File: src/design/wgm_pkg.sv
`timescale 1ns / 1ps
// Shared types and constants for the wildcard glob matcher.
package wgm_pkg;

    // Width of the symbol field on the request channel.
    localparam int unsigned SYMBOL_FIELD_W = 16;

    // Wildcard symbols in a pattern.
    localparam logic [SYMBOL_FIELD_W-1:0] SYM_STAR     = 16'd42;
    localparam logic [SYMBOL_FIELD_W-1:0] SYM_QUESTION = 16'd63;

    // Request commands.
    typedef enum logic [1:0] {
        CMD_CLEAR  = 2'd0,
        CMD_APPEND = 2'd1,
        CMD_TEXT   = 2'd2,
        CMD_END    = 2'd3
    } cmd_t;

    // Strobes broadcast from the control logic to every cell.
    typedef struct packed {
        logic clear;    // forget the pattern
        logic append;   // store the symbol in the first empty cell
        logic consume;  // advance the live set over one text symbol
        logic restart;  // return the live set to position zero
    } ctrl_t;

    // Signals handed from one cell to the next.
    typedef struct packed {
        logic valid;    // the cell holds a pattern symbol
        logic carry;    // star closure: the next position is live too
        logic step;     // the next position becomes live after this symbol
    } link_t;

endpackage

File: src/design/wgm_in_if.sv
`timescale 1ns / 1ps
// Request channel carrying a command and a symbol.
interface wgm_in_if;
    logic        valid;
    logic        ready;
    logic [1:0]  cmd;
    logic [15:0] symbol;

    modport source (output valid, output cmd, output symbol, input ready);
    modport sink (input valid, input cmd, input symbol, output ready);
endinterface

File: src/design/wgm_out_if.sv
`timescale 1ns / 1ps
// Result channel carrying the match verdict and the error flag.
interface wgm_out_if;
    logic valid;
    logic ready;
    logic matched;
    logic error;

    modport source (output valid, output matched, output error, input ready);
    modport sink (input valid, input matched, input error, output ready);
endinterface

File: src/design/wgm_cell.sv
`timescale 1ns / 1ps
// One pattern position: its symbol, its live bit and the links to its neighbours.
module wgm_cell
    import wgm_pkg::*;
#(
    parameter int unsigned SYM_W = 16,
    parameter bit          HEAD  = 1'b0
) (
    input  logic             clk,
    input  logic             rst_n,
    input  ctrl_t            ctrl,
    input  logic [SYM_W-1:0] sym,
    input  link_t            link_in,
    output link_t            link_out,
    output logic             end_hit
);

    logic             valid_reg;
    logic             valid_next;
    logic             live_reg;
    logic             live_next;
    logic [SYM_W-1:0] sym_reg;
    logic             is_star_reg;
    logic             is_quest_reg;
    logic             load;
    logic             closed;

    // The cell loads when its predecessor is full and it is still empty.
    assign load = ctrl.append && link_in.valid && !valid_reg;

    // Live after closing the stars in front of this position.
    assign closed = live_reg || link_in.carry;

    assign link_out.valid = valid_reg;
    assign link_out.carry = closed && valid_reg && is_star_reg;
    assign link_out.step  = closed && valid_reg && !is_star_reg &&
                            (is_quest_reg || (sym_reg == sym));

    // The first empty position that is live marks the end of the pattern reached.
    assign end_hit = closed && !valid_reg;

    always_comb
    begin
        valid_next = valid_reg;
        if (ctrl.clear)
        begin
            valid_next = 1'b0;
        end
        else if (load)
        begin
            valid_next = 1'b1;
        end
    end

    // A star keeps its own position live; any other match moves one on.
    always_comb
    begin
        priority if (ctrl.restart)
        begin
            live_next = HEAD;
        end
        else if (ctrl.consume)
        begin
            live_next = link_out.carry || link_in.step;
        end
        else
        begin
            live_next = live_reg;
        end
    end

    always_ff @(posedge clk or negedge rst_n)
    begin
        if (!rst_n)
        begin
            valid_reg <= 1'b0;
            live_reg  <= HEAD;
        end
        else
        begin
            valid_reg <= valid_next;
            live_reg  <= live_next;
        end
    end

    // Symbol store, decoded once when it is written.
    always_ff @(posedge clk)
    begin
        if (load)
        begin
            sym_reg      <= sym;
            is_star_reg  <= (sym == SYM_STAR[SYM_W-1:0]);
            is_quest_reg <= (sym == SYM_QUESTION[SYM_W-1:0]);
        end
    end

endmodule

File: src/design/wildcard_glob_matcher.sv
`timescale 1ns / 1ps
// Top level of the wildcard glob matcher: command decode, cell row and result register.
//
// Usage. Requests arrive on the item channel, each a command and a symbol.
// CMD_CLEAR forgets the pattern, the text and the error flag. CMD_APPEND adds
// one pattern symbol ('*' any run, '?' any one symbol); it is ignored once text
// has started. CMD_TEXT streams one text symbol. CMD_END asks for the verdict,
// which is the only request that gives a result: matched and error on the
// result channel. The pattern is kept across verdicts; only a clear drops it.
// Appending beyond PATTERN_MAX symbols or sending a zero text symbol sets the
// error flag, which forces matched low until the next clear.
// Throughput: one request per cycle while no verdict is stalled, with all cells
// updated at once. The verdict is registered in the cycle after CMD_END is taken.
// The longest path is the star closure rippling through the row of cells.
// If the receiver stalls, the verdict waits in the result register and further
// requests are held off only while that register is full and not being taken.
// Reset empties the pattern, clears the error flag and the result register,
// and leaves only position zero live.
module wildcard_glob_matcher
    import wgm_pkg::*;
#(
    parameter int unsigned PATTERN_MAX = 32,
    parameter int unsigned SYMBOL_BITS = 16
) (
    input  logic       clk,
    input  logic       rst_n,
    wgm_in_if.sink     item,
    wgm_out_if.source  result
);

    localparam int unsigned SymW = (SYMBOL_BITS < SYMBOL_FIELD_W) ? SYMBOL_BITS
                                                                   : SYMBOL_FIELD_W;

    link_t                  links [PATTERN_MAX+1];
    logic [PATTERN_MAX-1:0] end_hits;
    ctrl_t                  ctrl;
    logic [SymW-1:0]        sym;
    logic                   item_acc;
    logic                   do_end;
    logic                   overflow;
    logic                   zero_text;
    logic                   hit;
    logic                   closed_last;
    logic                   live_last_reg;
    logic                   live_last_next;
    logic                   started_reg;
    logic                   started_next;
    logic                   err_flag_reg;
    logic                   err_flag_next;
    logic                   res_valid_reg;
    logic                   res_valid_next;
    logic                   matched_reg;
    logic                   error_reg;

    assign item.ready = !res_valid_reg || result.ready;
    assign item_acc   = item.valid && item.ready;
    assign sym        = item.symbol[SymW-1:0];
    assign zero_text  = (sym == '0);

    // Command decode into cell strobes.
    always_comb
    begin
        ctrl     = '0;
        do_end   = 1'b0;
        overflow = 1'b0;
        if (item_acc)
        begin
            unique case (cmd_t'(item.cmd))
                CMD_CLEAR:
                begin
                    ctrl.clear   = 1'b1;
                    ctrl.restart = 1'b1;
                end
                CMD_APPEND:
                begin
                    ctrl.append = !started_reg;
                    overflow    = !started_reg && links[PATTERN_MAX].valid;
                end
                CMD_TEXT:
                begin
                    ctrl.consume = !zero_text;
                end
                CMD_END:
                begin
                    do_end       = 1'b1;
                    ctrl.restart = 1'b1;
                end
                default:
                begin
                    ctrl = '0;
                end
            endcase
        end
    end

    // Row of pattern cells; the head cell always sees a full predecessor.
    assign links[0] = '{valid: 1'b1, carry: 1'b0, step: 1'b0};

    for (genvar gi = 0; gi < PATTERN_MAX; gi++)
    begin : g_cell
        wgm_cell #(
            .SYM_W (SymW),
            .HEAD  (gi == 0)
        ) u_cell (
            .clk      (clk),
            .rst_n    (rst_n),
            .ctrl     (ctrl),
            .sym      (sym),
            .link_in  (links[gi]),
            .link_out (links[gi+1]),
            .end_hit  (end_hits[gi])
        );
    end

    // Position after the last cell, reached only with a full pattern.
    assign closed_last = live_last_reg || links[PATTERN_MAX].carry;
    assign hit         = (|end_hits) || closed_last;

    always_comb
    begin
        priority if (ctrl.restart)
        begin
            live_last_next = 1'b0;
        end
        else if (ctrl.consume)
        begin
            live_last_next = links[PATTERN_MAX].carry || links[PATTERN_MAX].step;
        end
        else
        begin
            live_last_next = live_last_reg;
        end
    end

    // Text and error tracking.
    always_comb
    begin
        started_next = started_reg;
        if (ctrl.restart)
        begin
            started_next = 1'b0;
        end
        else if (item_acc && (cmd_t'(item.cmd) == CMD_TEXT))
        begin
            started_next = 1'b1;
        end

        err_flag_next = err_flag_reg;
        if (ctrl.clear)
        begin
            err_flag_next = 1'b0;
        end
        else if (overflow || (item_acc && (cmd_t'(item.cmd) == CMD_TEXT) && zero_text))
        begin
            err_flag_next = 1'b1;
        end
    end

    // Result register valid flag.
    always_comb
    begin
        priority if (do_end)
        begin
            res_valid_next = 1'b1;
        end
        else if (result.ready)
        begin
            res_valid_next = 1'b0;
        end
        else
        begin
            res_valid_next = res_valid_reg;
        end
    end

    always_ff @(posedge clk or negedge rst_n)
    begin
        if (!rst_n)
        begin
            live_last_reg <= 1'b0;
            started_reg   <= 1'b0;
            err_flag_reg  <= 1'b0;
            res_valid_reg <= 1'b0;
        end
        else
        begin
            live_last_reg <= live_last_next;
            started_reg   <= started_next;
            err_flag_reg  <= err_flag_next;
            res_valid_reg <= res_valid_next;
        end
    end

    // Verdict payload, captured when the end-of-text request is taken.
    always_ff @(posedge clk)
    begin
        if (do_end)
        begin
            matched_reg <= hit && !err_flag_reg;
            error_reg   <= err_flag_reg;
        end
    end

    assign result.valid   = res_valid_reg;
    assign result.matched = matched_reg;
    assign result.error   = error_reg;

    // A fresh result only follows an accepted end-of-text request.
    a_result_from_end : assert property (@(posedge clk) disable iff (!rst_n)
        $rose(res_valid_reg) |-> $past(do_end))
        else $error("result raised without an end-of-text request");

    // A clear empties the head cell.
    a_clear_empties : assert property (@(posedge clk) disable iff (!rst_n)
        ctrl.clear |=> !links[1].valid)
        else $error("head cell still loaded after a clear");

    // Appends are ignored once text has started.
    a_append_frozen : assert property (@(posedge clk) disable iff (!rst_n)
        (item_acc && (cmd_t'(item.cmd) == CMD_APPEND) && started_reg)
        |=> $stable(links[PATTERN_MAX].valid) && $stable(links[1].valid))
        else $error("pattern changed while text was streaming");

    // Overflowing the pattern store raises the error flag.
    a_overflow_flags : assert property (@(posedge clk) disable iff (!rst_n)
        overflow |=> err_flag_reg)
        else $error("pattern overflow did not set the error flag");

    // A verdict never claims a match while reporting an error.
    a_no_match_on_error : assert property (@(posedge clk) disable iff (!rst_n)
        res_valid_reg |-> !(matched_reg && error_reg))
        else $error("match reported together with an error");

endmodule
File: src/flat_wrapper.sv
// flat-port wrapper written by rule: the top's interface ports become plain ports
module wildcard_glob_matcher_flat import wgm_pkg::*;
#(
    parameter int unsigned PATTERN_MAX = 32,
    parameter int unsigned SYMBOL_BITS = 16
)
  (clk, rst_n, item_valid, item_cmd, item_symbol, item_ready, result_valid, result_matched, result_error, result_ready);
  wgm_in_if item_i ();
  wgm_out_if result_i ();
  input  logic clk;
  input  logic rst_n;
  input wire logic [$bits(item_i.valid)-1:0] item_valid;
  input wire logic [$bits(item_i.cmd)-1:0] item_cmd;
  input wire logic [$bits(item_i.symbol)-1:0] item_symbol;
  output wire logic [$bits(item_i.ready)-1:0] item_ready;
  output wire logic [$bits(result_i.valid)-1:0] result_valid;
  output wire logic [$bits(result_i.matched)-1:0] result_matched;
  output wire logic [$bits(result_i.error)-1:0] result_error;
  input wire logic [$bits(result_i.ready)-1:0] result_ready;
  assign item_i.valid = item_valid;
  assign item_i.cmd = item_cmd;
  assign item_i.symbol = item_symbol;
  assign item_ready = item_i.ready;
  assign result_valid = result_i.valid;
  assign result_matched = result_i.matched;
  assign result_error = result_i.error;
  assign result_i.ready = result_ready;
  wildcard_glob_matcher #(.PATTERN_MAX(PATTERN_MAX), .SYMBOL_BITS(SYMBOL_BITS)) u_core (.clk(clk), .rst_n(rst_n), .item(item_i), .result(result_i));
endmodule
File: config.mk
export PLATFORM = sky130hd
export DESIGN_NAME = wildcard_glob_matcher_flat
export DESIGN_NICKNAME = d
export VERILOG_FILES = /design/src/design/wgm_pkg.sv /design/src/design/wgm_in_if.sv /design/src/design/wgm_out_if.sv /design/src/design/wgm_cell.sv /design/src/design/wildcard_glob_matcher.sv /design/src/flat_wrapper.sv
export SDC_FILE = /design/constraint.sdc
export NUM_CORES = 1
export LEC_CHECK = 0
export BUFFER_PORTS_ARGS = -buffer_cell sky130_fd_sc_hd__buf_4
export CORE_MARGIN = 1
export CORE_UTILIZATION = 33
export CTS_BUF_LIST = sky130_fd_sc_hd__clkbuf_4
export DETAILED_ROUTE_END_ITERATION = 8
export PLACE_DENSITY_LB_ADDON = 0.2
export SETUP_SLACK_MARGIN = 0.3
export SLEW_MARGIN = 20
export SYNTH_ARGS = -nofsm -noshare
export SYNTH_HDL_FRONTEND = slang
export SYNTH_SLANG_ARGS = --single-unit
export TNS_END_PERCENT = 10
File: constraint.sdc
create_clock -name clk -period 6.9 [get_ports clk]
set_clock_uncertainty 0.2 [all_clocks]
set_input_delay 1.38 -clock clk [delete_from_list [all_inputs] [get_ports clk]]
set_output_delay 1.38 -clock clk [all_outputs]
set_load 0.01 [all_outputs]
* Yosys cells after proc, flatten, opt, wreduce, memory -nomap -nowiden
Cells that the tools add are included.
Word-level totals: register bits after elaboration 646, input port bits 22, output and inout bits 4, logic and storage cells 783
Cells by class: equality and inequality tests 37, multiplexer cells 145, reductions and logical operators 435
Operators with widths (count):
- 16-bit equality test | 32
- 1-bit logical AND | 228
- 1-bit 2-to-1 mux | 144
- 1-bit logical OR | 99
- 2-bit nonzero test | 36
- 1-bit logical NOT | 68
- 16-bit by 6-bit equality test with 1-bit output, second input constant | 2
- 32-bit OR reduction | 1
- 16-bit logical NOT | 1
- 2-bit equality test, second input constant | 2
- 4-bit 2-to-1 mux | 1
- 2-bit by 1-bit equality test with 1-bit output, second input constant | 1
- 2-bit logical NOT | 1
- 2-bit OR reduction | 1

* Logic depth before layout (Yosys ltp)
Gate-level depths: netlist of run 1.
word-level depth 99, depth in mapped cells 11, mapped depth without buffers 9

* Modules after synthesis
A second synthesis of run 1 with hierarchy kept.
Unflattened totals: cells, all modules 2036, area total of the unflattened synthesis 28810.1 um^2
By module, submodules not included:
- wgm_cell (u_core.g_cell[10].u_cell ...) | times used 31, cells each 62, area an instance 884.6 um^2, sequential area each 590.6 um^2
- wgm_cell (u_core.g_cell[0].u_cell) | times used 1, cells each 62, area an instance 889.6 um^2, sequential area each 591.8 um^2
- wildcard_glob_matcher | times used 1, cells each 52, area an instance 498.0 um^2, sequential area each 160.2 um^2

* Worst setup path before layout of run 1
No wires, ideal clock.
path kind input port to flip-flop, from in item_symbol[3], to reg u_core.g_cell[0].u_cell.is_quest_reg (data pin), library setup time 0.445 ns, data arrival time 3.562 ns, data required time 6.255 ns, setup slack 2.694 ns, stages on the path 4, buffers on the path 2, cells stage by stage clkbuf_1 -> clkbuf_1 -> nand3_1 -> nor3_1
On the way: longest elaborated chain between the ends 1
RTL lines:
- start, declared | line flat_wrapper.sv:14 | input wire logic [$bits(item_i.symbol)-1:0] item_symbol;
- 16-bit by 6-bit equality test with 1-bit output | line wgm_cell.sv:93 | is_quest_reg <= (sym == SYM_QUESTION[SYM_W-1:0]);
- end signal, assigned | line wgm_cell.sv:93
- end, declared | line wgm_cell.sv:24 | logic is_quest_reg;
No other way between the ends. A chain may end at the register's enable or synchronous reset.

* Worst setup path in the final report of run 1
from in item_symbol[7], to reg u_core.g_cell[23].u_cell.live_reg
On the way: longest elaborated chain between the ends 6, elaborated cells between the ends (all ways) 11, those cells by class eq/ne (1); mux (4); reduce/logical (6)
RTL lines:
- 16-bit equality test | line wgm_cell.sv:37 | (is_quest_reg || (sym_reg == sym));
- 1-bit logical OR | line wgm_cell.sv:37
- 1-bit logical AND | line wgm_cell.sv:36 | assign link_out.step = closed && valid_reg && !is_star_reg &&
- 1-bit logical OR | line wgm_cell.sv:64 | live_next = link_out.carry || link_in.step;
- 1-bit 2-to-1 mux | line wgm_cell.sv:62 | else if (ctrl.consume)
- 1-bit 2-to-1 mux | line wgm_cell.sv:58 | priority if (ctrl.restart)
- end signal, assigned | line wgm_cell.sv:82 | live_reg <= live_next;
- end, declared | line wgm_cell.sv:20 | logic live_reg;
Parallel ways exist; a longest one is shown, timed or not. The select of a mux whose other input is x is not followed.

==> results of run 1 <==
## cells by family (layout without fill, tap and decap cells)
kind of cell / after synthesis / count (layout) / synth area share [%]
AO/OA/AOI/OAI: 210 / 210 / 4.879
XOR/XNOR: 512 / 512 / 16.09
adder cells (fa/ha/maj): 4 / 4 / 0.1795
buffers and inverters: 128 / 435 / 1.836
flip-flops: 646 / 646 / 68.37
other: 0 / 5 / 0
AND/OR/NAND/NOR: 462 / 462 / 8.653
## routing by layer
metal | up-vias | track usage [%] | routed length [um]
li1 | 7683 | - | -
met1 | 8357 | 23.14 | 33500
met2 | 396 | 26.41 | 32780
met3 | 95 | 3.384 | 3159
met4 | 0 | 5.759 | 1132
met5 | - | 0 | 0
## worst max-delay path: stages
cell                      delay [ns]
sky130_fd_sc_hd__buf_4          0.24
sky130_fd_sc_hd__nor4_2         0.30
sky130_fd_sc_hd__nand3_1        0.21
sky130_fd_sc_hd__or4_1          0.48
sky130_fd_sc_hd__or4_4          0.50
sky130_fd_sc_hd__nand2_1        0.10
sky130_fd_sc_hd__a21o_1         0.81
sky130_fd_sc_hd__buf_4          0.26
sky130_fd_sc_hd__a31oi_1        0.04
sky130_fd_sc_hd__o22ai_1        0.13
## layout make-up
| type | instances | area, um^2 |
|---|---|---|
| fillers | 7999 | 51790 |
| flip-flops and latches | 646 | 19060 |
| multi-input cells | 1188 | 8351 |
| clock buffers | 270 | 2027 |
| well taps | 1134 | 1419 |
| repair buffers | 87 | 665.6 |
| clock inverters | 52 | 270.3 |
| inverters | 26 | 97.59 |
| diodes | 5 | 12.51 |
## cell usage in the layout, fill, tap and decap left out, types with 27 or more instances in the layout
master	instances
sky130_fd_sc_hd__nand2_1	82
sky130_fd_sc_hd__dfrtp_1	67
sky130_fd_sc_hd__a21oi_1	68
sky130_fd_sc_hd__a31oi_1	27
sky130_fd_sc_hd__clkinv_1	35
sky130_fd_sc_hd__edfxtp_1	578
sky130_fd_sc_hd__nor2_1	100
sky130_fd_sc_hd__nor4_1	35
sky130_fd_sc_hd__xnor2_1	512
sky130_fd_sc_hd__o21ai_0	42
sky130_fd_sc_hd__clkbuf_4	270
sky130_fd_sc_hd__nand4_1	142
sky130_fd_sc_hd__buf_4	86
## stage by stage
step	power [mW]	area, um^2
after floorplan	4.731	27880
after global placement	4.928	29580
after detailed placement	4.932	29580
after CTS	8.438	31880
after global routing	8.670	31890
final	8.292	31900
## final timing paths
kind | from | end | cells past startpoint
worst max register to register | u_core.g_cell[0].u_cell.is_star_reg | u_core.result.matched | 9
worst max-delay path | item_symbol[7] | u_core.g_cell[23].u_cell.live_reg | 10
worst min register to register | u_core.g_cell[22].u_cell.live_reg | u_core.g_cell[22].u_cell.live_reg | 2
min in group asynchronous | rst_n | u_core.result.valid | 1
worst min-delay path | u_core.g_cell[22].u_cell.live_reg | u_core.g_cell[22].u_cell.live_reg | 2
max in group asynchronous | rst_n | u_core.g_cell[6].u_cell.valid_reg | 1
## power by group
group          internal [mW]  leakage [nW]  switching [mW]
Clock                   1.83          1.36            1.63
Sequential              4.31          6.14          0.0615
Combinational          0.166          2.52           0.303
==> impl_metrics.toml, run 1 <==
[synth]
cell_accounting_for_the_most_synthesized_area = "sky130_fd_sc_hd__edfxtp_1"
synth_commonest_cells = "sky130_fd_sc_hd__edfxtp_1 (578), sky130_fd_sc_hd__xnor2_1 (512), sky130_fd_sc_hd__nand4_1 (142)"
synth-main-ff-cell = "sky130_fd_sc_hd__edfxtp_1"
synth.yosys.seq_area_share_pct = 68.37
synth_most_common_cell = "sky130_fd_sc_hd__edfxtp_1"
edff_count_synth = 578
synth.distinct_cells = 70
netlist_top_cells_area = "sky130_fd_sc_hd__edfxtp_1 (62%), sky130_fd_sc_hd__xnor2_1 (16%), sky130_fd_sc_hd__dfrtp_1 (6.0%)"
postSynthRegisterBits = 646
synth_fp_nets = 1988
synth-async-reset-ratio_pct = 10.53
number_of_instances_in_the_synthesized_netlist = 1962
postSynthAreaPerCell_um2 = 14.21
synth-warning-count = 0
synth.cell_area_mm2 = 0.02788
yosysTopAreaCellShare_pct = 62.26

[final_layout]
largest_register_ff_count = 512
finalNetCount = 2154
drive_gt1_share_pct = 17.63
instances_no_fill = 3408
postLayoutCoreUtil_pct = 38.12
syn_to_final_growth_pct = 14.43

[power_and_ir_drop]
power_per_cell_area_mw_per_mm2 = 259.9
worst_ir_drop_vdd_mv = 0.1430
power.leakage_nw = 10.02

[floorplanning]
site_rows = 106
ios = 26
fp.coreArea_mm2 = 0.08369
fp.dieH_um = 292.7
start_util_pct = 33.31
die_area_mm2 = 0.08564
die_w_um = 292.7

[timing]
final_hold_slack_ns = 0.2781
rsz0062_at_grt = "false"
setup_tns_after_final_layout_ns = 0
hold_viol_final = 0
worst_slack_ns = 3.069
period_needed_ns = 3.831
min_period_over_period_pct = 55.53
timing.final.max_slew_violations = 0
fmax_ghz = 0.2610
slew_headroom_pct = 19.38
final_setup_violation_count = 0
worst-slew-pin-transition_ns = 1.198

[worst_setup_path]
worstSetupPathType = "input port to flip-flop"
end_kind = "flip-flop"
setup.worst_path.start_class = "input port"
timing.critical_path.required_ns = 7.59
setup.reg_to_reg.worst_slack_ns = 3.23
worst_ep_arrival_time_ns = 4.52
critical_path.max_fanout = 27

[cts]
cts-root-to-sink-buffers = 3
cts.clk_slew.worst_paths_ns = 0.06
post_cts_resize_count = 0
cts_setup_buffers = 0
worstSkewPairLatency_ns = 1.02
clock_tree.root_cell = "sky130_fd_sc_hd__clkbuf_4"
cts.sink_count = 646
ctsHoldBuffers = 0
tritoncts = "yes"
htree_levels = 4
cts_inserted_buffers = 179

[placed_design]
placedCellCount = 3081
place.gp.congestion = 0.8491
dp_hpwl_um = 42130
portBuffers = 25
dp_worst_setup_slack_ns = 2.121

[grt]
grt_remaining_overflow = 0
grt_pass1_wl_um = 107500
number_of_global_route_vias_before_repair = 16920
grt_max_degree = 69
antenna_violations_before_repair = 3
track_usage_pct = 16.82

[detailed_routing]
detail_route.wirelength_um = 70570
drt_first_iter_violations = 1139
avgRoutedWirePerCell_um = 20.71
vias_per_cell = 4.851
route.antenna.remaining_nets = 0
overall_via_count_from_detail_route = 16530
drtPass1Iterations = 5
route.detailed.drc = 0

[run_status]
run_status = "complete, no violations"

[worst_hold_path]
class_of_the_tightest_hold_or_removal_check = "flip-flop to flip-flop"

[flow_run]
timing.max_cap.violations = 0
Power figures use the tool's default switching activity.
==> inputs of run 2 (changes only) <==
==> constraint.sdc (replaced) <==
create_clock -name clk -period 3.9 [get_ports clk]
set_clock_uncertainty 0.2 [all_clocks]
set_input_delay 0.78 -clock clk [delete_from_list [all_inputs] [get_ports clk]]
set_output_delay 0.78 -clock clk [all_outputs]
set_load 0.01 [all_outputs]
==> run 2 against run 1 <==
Clock power grew 78%; critical path depth shrank 1; setup slack lost 2.6 ns; cell count grew 0.56%; critical path type is now flip-flop to flip-flop.
==> impl_metrics.toml, run 2 (synthesis results as in run 1) <==
[run_status]
run_status = "complete, no violations"

[timing]
slew_headroom_pct = 50.40
rsz0062_at_grt = "false"
hold_viol_final = 0
worst-slew-pin-transition_ns = 0.7372
timing.final.max_slew_violations = 0
fmax_ghz = 0.2911
final_hold_slack_ns = 0.1421
setup_tns_after_final_layout_ns = 0
period_needed_ns = 3.435
final_setup_violation_count = 0
min_period_over_period_pct = 88.07

[grt]
track_usage_pct = 16.56
antenna_violations_before_repair = 3
grt_max_degree = 65
grt_pass1_wl_um = 106400
number_of_global_route_vias_before_repair = 17540
grt_remaining_overflow = 0

[detailed_routing]
drt_first_iter_violations = 1047
detail_route.wirelength_um = 69460
route.antenna.remaining_nets = 0
avgRoutedWirePerCell_um = 20.27
route.detailed.drc = 0
drtPass1Iterations = 5
overall_via_count_from_detail_route = 16690
vias_per_cell = 4.870

[cts]
tritoncts = "yes"
cts-root-to-sink-buffers = 3
cts.sink_count = 646
cts.clk_slew.worst_paths_ns = 0.07
worstSkewPairLatency_ns = 0.99
htree_levels = 4
cts_setup_buffers = 0
clock_tree.root_cell = "sky130_fd_sc_hd__clkbuf_4"
cts_inserted_buffers = 175

[final_layout]
finalNetCount = 2186
multi_input_area_mm2 = 0.008359
drive_gt1_share_pct = 18.04
layout.cells.most_common_list = "sky130_fd_sc_hd__edfxtp_1 (578), sky130_fd_sc_hd__xnor2_1 (512), sky130_fd_sc_hd__clkbuf_4 (257)"
syn_to_final_growth_pct = 16.32
layout.filler_cells = 8001
leading_cell_type_in_the_layout_fill_and_taps_excluded = "sky130_fd_sc_hd__edfxtp_1"
final-seq-area_mm2 = 0.01906
largest_register_ff_count = 512

[worst_setup_path]
worst_ep_arrival_time_ns = 4.00
critical_path.max_fanout = 10
worstSetupPathType = "flip-flop to flip-flop"
end_kind = "flip-flop"
timing.critical_path.required_ns = 4.47
setup.worst_path.start_class = "flip-flop"
number_of_cells_traversed_by_the_worst_register_to_register_path = 9

[worst_hold_path]
worst_hold_path_cells = 1
class_of_the_tightest_hold_or_removal_check = "input port to flip-flop"

[floorplanning]
site_rows = 106
fp.dieH_um = 292.7
ios = 26
die_area_mm2 = 0.08564
start_util_pct = 33.31
fp.coreArea_mm2 = 0.08369
die_w_um = 292.7

[power_and_ir_drop]
worst_ir_drop_vdd_mv = 0.2350
power.leakage_nw = 10.30
power_per_cell_area_mw_per_mm2 = 455.5

[flow_run]
timing.max_cap.violations = 0

[placed_design]
dp_hpwl_um = 39380
portBuffers = 25
place.gp.congestion = 0.8833
==> run 2: cell count changes in the layout (fill, tap and decap cells not counted), sizes merged, moves of 2 or more <==
cell,delta
clkbuf,-13
inv,-4
buf,+29
clkinv,-2
dlygate4sd3,+7
bufinv,+4
==> run 2: critical path, cell delays in order (launching register included) <==
cell and delay, ns:
sky130_fd_sc_hd__dfrtp_1 0.59, sky130_fd_sc_hd__a211oi_2 0.16, sky130_fd_sc_hd__a2111oi_4 0.53, sky130_fd_sc_hd__a211oi_1 0.22, sky130_fd_sc_hd__o31ai_2 0.40, sky130_fd_sc_hd__a311o_1 0.25, sky130_fd_sc_hd__nand3_1 0.12, sky130_fd_sc_hd__o311ai_1 0.36
sky130_fd_sc_hd__nor3_1 0.11, sky130_fd_sc_hd__o21ai_0 0.27
==> run 2: cell type report <==
class	count	share of cell area [%]
sequential	646	58.77
inverter	26	0.3009
timing repair buffer	123	3.712
multi-input combinational	1188	25.78
antenna	4	0.03087
tap	1134	4.375
clock buffer	257	5.950
clock inverter	49	1.080
==> run 2: final timing paths <==
kind / start / to / slack, ns
min in group asynchronous: rst_n / u_core.started_reg / 0.63
max in group asynchronous: rst_n / u_core.g_cell[2].u_cell.live_reg / 1.72
hold reg to reg: u_core.g_cell[22].u_cell.live_reg / u_core.g_cell[22].u_cell.live_reg / 0.28
setup reg to reg: u_core.g_cell[16].u_cell.valid_reg / u_core.result.matched / 0.47
setup / recovery: u_core.g_cell[16].u_cell.valid_reg / u_core.result.matched / 0.47
hold / removal: item_symbol[5] / u_core.g_cell[17].u_cell.sym_reg[5] / 0.14
==> run 2: report_power, final <==
part           switching (mW)  leakage [nW]  total [mW]  internal [mW]
Combinational           0.563          2.82       0.902          0.339
Sequential              0.101          6.14        7.72           7.62
Clock                    2.81          1.34        6.15           3.34
Total                    3.47          10.3        14.8           11.3
==> run 2: per-layer routing <==
metal / up-vias / track usage (%) / wire length, um
met1: 8397 / 22.17 / 32700
li1: 7733 / - / -
met4: 0 / 7.215 / 1649
met2: 444 / 25.73 / 31610
met5: - / 0 / 0
met3: 117 / 3.733 / 3497
==> run 2: per-stage QoR <==
| step | instance area (um^2) | power, mW | instances | setup slack, ns | utilization, % |
|---|---|---|---|---|---|
| after floorplan | 27880 | 8.370 | 1962 | 0.6046 | - |
| after global placement | 30040 | 8.755 | 3110 | 0.1176 | 35.89 |
| after global routing | 32430 | 15.44 | 3427 | 0.3093 | 38.75 |
| after detailed placement | 30040 | 8.777 | 3110 | 0.1227 | 35.89 |
| after CTS | 32380 | 15.04 | 3423 | 0.3688 | 38.70 |
| final | 32430 | 14.77 | 3427 | 0.4653 | 38.75 |
==> run 2: repair_timing <==
item / in CTS / in global routing
hold buffers: 7 / 0
endpoints found under the setup margin: 0 / 1
resized for setup: 0 / 5
endpoints found under the hold margin: 74 / 0
==> inputs of run 3 (changes only) <==
--- a/config.mk
+++ b/config.mk
@@ -6,6 +6,8 @@
 export NUM_CORES = 1
 export LEC_CHECK = 0
 export BUFFER_PORTS_ARGS = -buffer_cell sky130_fd_sc_hd__buf_4
+export CELL_PAD_IN_SITES_DETAIL_PLACEMENT = 0
+export CELL_PAD_IN_SITES_GLOBAL_PLACEMENT = 2
 export CORE_MARGIN = 1
 export CORE_UTILIZATION = 33
 export CTS_BUF_LIST = sky130_fd_sc_hd__clkbuf_4
==> run 3 against run 2 <==
Count of clock-buffer cells in the layout up 20; sequential cell count unchanged; critical path type unchanged; largest cell class unchanged; design area is essentially flat; wire length grew 3.5%.
==> impl_metrics.toml, run 3 (synthesis results as in run 1) <==
[grt]
m1_gr_usage_pct = 22.92
track_usage_pct = 17.07
grt_remaining_overflow = 0
global_route.peak_usage_layer = "met2"
antenna_violations_before_repair = 3
number_of_global_route_vias_before_repair = 17400
grt_util_met2_pct = 26.77
grt_max_degree = 65
global_route.usage.met3_pct = 3.377
grt_pass1_wl_um = 108600

[flow_run]
timing.max_cap.violations = 0

[cts]
cts.sink_count = 646
cts.clk_slew.worst_paths_ns = 0.07
tritoncts = "yes"
cts_inserted_buffers = 179
clock_tree.root_cell = "sky130_fd_sc_hd__clkbuf_4"
cts-root-to-sink-buffers = 3
worstSkewPairLatency_ns = 0.98
htree_levels = 4

[timing]
setup_tns_after_final_layout_ns = 0
rsz0062_at_grt = "false"
min_period_over_period_pct = 89.53
timing.final.max_slew_violations = 0
worst-slew-pin-transition_ns = 0.7245
period_needed_ns = 3.492
hold_viol_final = 0
slew_headroom_pct = 51.26
final_setup_violation_count = 0
final_hold_slack_ns = 0.1393
fmax_ghz = 0.2864

[floorplanning]
fp.dieH_um = 292.7
die_area_mm2 = 0.08564
site_rows = 106
die_w_um = 292.7
ios = 26
fp.coreArea_mm2 = 0.08369
start_util_pct = 33.31

[placed_design]
portBuffers = 25
placedCellCount = 3109
place.gp.congestion = 0.8155
dp_hpwl_um = 41310

[final_layout]
layout.filler_cells = 8095
leading_cell_type_in_the_layout_fill_and_taps_excluded = "sky130_fd_sc_hd__edfxtp_1"
largest_register_ff_count = 512
final-seq-area_mm2 = 0.01906
multi_input_area_mm2 = 0.008379
finalNetCount = 2192
layout.cells.most_common_list = "sky130_fd_sc_hd__edfxtp_1 (578), sky130_fd_sc_hd__xnor2_1 (512), sky130_fd_sc_hd__clkbuf_4 (277)"
drive_gt1_share_pct = 18.77
instances_no_fill = 3438
syn_to_final_growth_pct = 16.44

[worst_setup_path]
worstSetupPathType = "flip-flop to flip-flop"
worst_ep_arrival_time_ns = 3.98
timing.critical_path.required_ns = 4.39
setup.worst_path.start_class = "flip-flop"
critical_path.max_fanout = 7
end_kind = "flip-flop"

[worst_hold_path]
class_of_the_tightest_hold_or_removal_check = "input port to flip-flop"

[detailed_routing]
drtPass1Iterations = 5
avgRoutedWirePerCell_um = 20.91
vias_per_cell = 4.862
drt_first_iter_violations = 940
route.detailed.drc = 0
route.antenna.remaining_nets = 0
overall_via_count_from_detail_route = 16720
detail_route.wirelength_um = 71890

[power_and_ir_drop]
power.leakage_nw = 10.34
power_per_cell_area_mw_per_mm2 = 456.6
worst_ir_drop_vdd_mv = 0.1955

[run_status]
run_status = "complete, no violations"
## run 3: cell types whose count changed in the layout (fill, tap and decap cells not counted), sizes merged
| cell | before | now |
|---|---|---|
| bufinv | 5 | 2 |
| clkbuf | 257 | 277 |
| clkinv | 36 | 31 |
| clkinvlp | 5 | 2 |
| diode | 4 | 2 |
| dlygate4sd3 | 7 | 9 |
| inv | 29 | 31 |
## run 3: critical path, stage by stage (launching register included)
cell,delay [ns]
sky130_fd_sc_hd__edfxtp_1,0.48
sky130_fd_sc_hd__a311oi_4,0.48
sky130_fd_sc_hd__nor4_4,0.13
sky130_fd_sc_hd__or4_1,0.64
sky130_fd_sc_hd__and3_1,0.22
sky130_fd_sc_hd__nor2_1,0.23
sky130_fd_sc_hd__a311o_1,0.24
sky130_fd_sc_hd__o221ai_1,0.18
sky130_fd_sc_hd__nor3_2,0.25
sky130_fd_sc_hd__o21ai_1,0.18
## run 3: final timing paths
check / from / endpoint / slack [ns] / cells past startpoint
worst max register to register: u_core.g_cell[0].u_cell.is_star_reg / u_core.result.matched / 0.41 / 9
worst min register to register: u_core.g_cell[25].u_cell.live_reg / u_core.g_cell[25].u_cell.live_reg / 0.29 / 2
worst min-delay path: item_symbol[3] / u_core.g_cell[23].u_cell.sym_reg[3] / 0.14 / 1
max in group asynchronous: rst_n / u_core.g_cell[10].u_cell.live_reg / 2.60 / 3
min in group asynchronous: rst_n / u_core.g_cell[0].u_cell.valid_reg / 0.16 / 2
worst max-delay path: u_core.g_cell[0].u_cell.is_star_reg / u_core.result.matched / 0.41 / 9
## run 3: layout make-up
class / instances / share of cell area, %
flip-flops and latches: 646 / 58.72
multi-input cells: 1188 / 25.81
clock buffers: 277 / 6.406
well taps: 1134 / 4.371
repair buffers: 125 / 3.654
clock inverters: 40 / 0.7208
inverters: 26 / 0.3007
diodes: 2 / 0.01542
## run 3: per-stage QoR
step	total power, mW	utilization, %	worst slack [ns]	area (um^2)
after floorplan	8.370	-	0.6046	27880
after global placement	8.789	35.84	0.1359	29990
after detailed placement	8.801	35.84	0.07322	29990
after CTS	15.12	38.72	0.3294	32400
after global routing	15.53	38.79	0.2758	32460
final	14.82	38.79	0.4082	32460
## run 3: metal layers
| layer | routed length (um) | share of wire [%] | vias up |
|---|---|---|---|
| li1 | - | - | 7748 |
| met1 | 33800 | 47 | 8471 |
| met2 | 33130 | 46 | 340 |
| met3 | 2811 | 3.9 | 156 |
| met4 | 2142 | 3.0 | 0 |
| met5 | 0 | 0 | - |
## run 3: where the power goes
part           switching (mW)  internal, mW  total (mW)
logic                   0.578         0.344       0.922
registers               0.105          7.62        7.73
clock network            2.82          3.35        6.17
total                    3.51          11.3        14.8
## run 3: timing repair
item                                    CTS  global route
setup buffers                             0             1
gates resized for setup                   2             7
endpoints found under the setup margin    1             1
pin swaps                                 0             1
gates cloned                              0             0
hold buffers                              9             0
hold endpoints to repair                 66             0
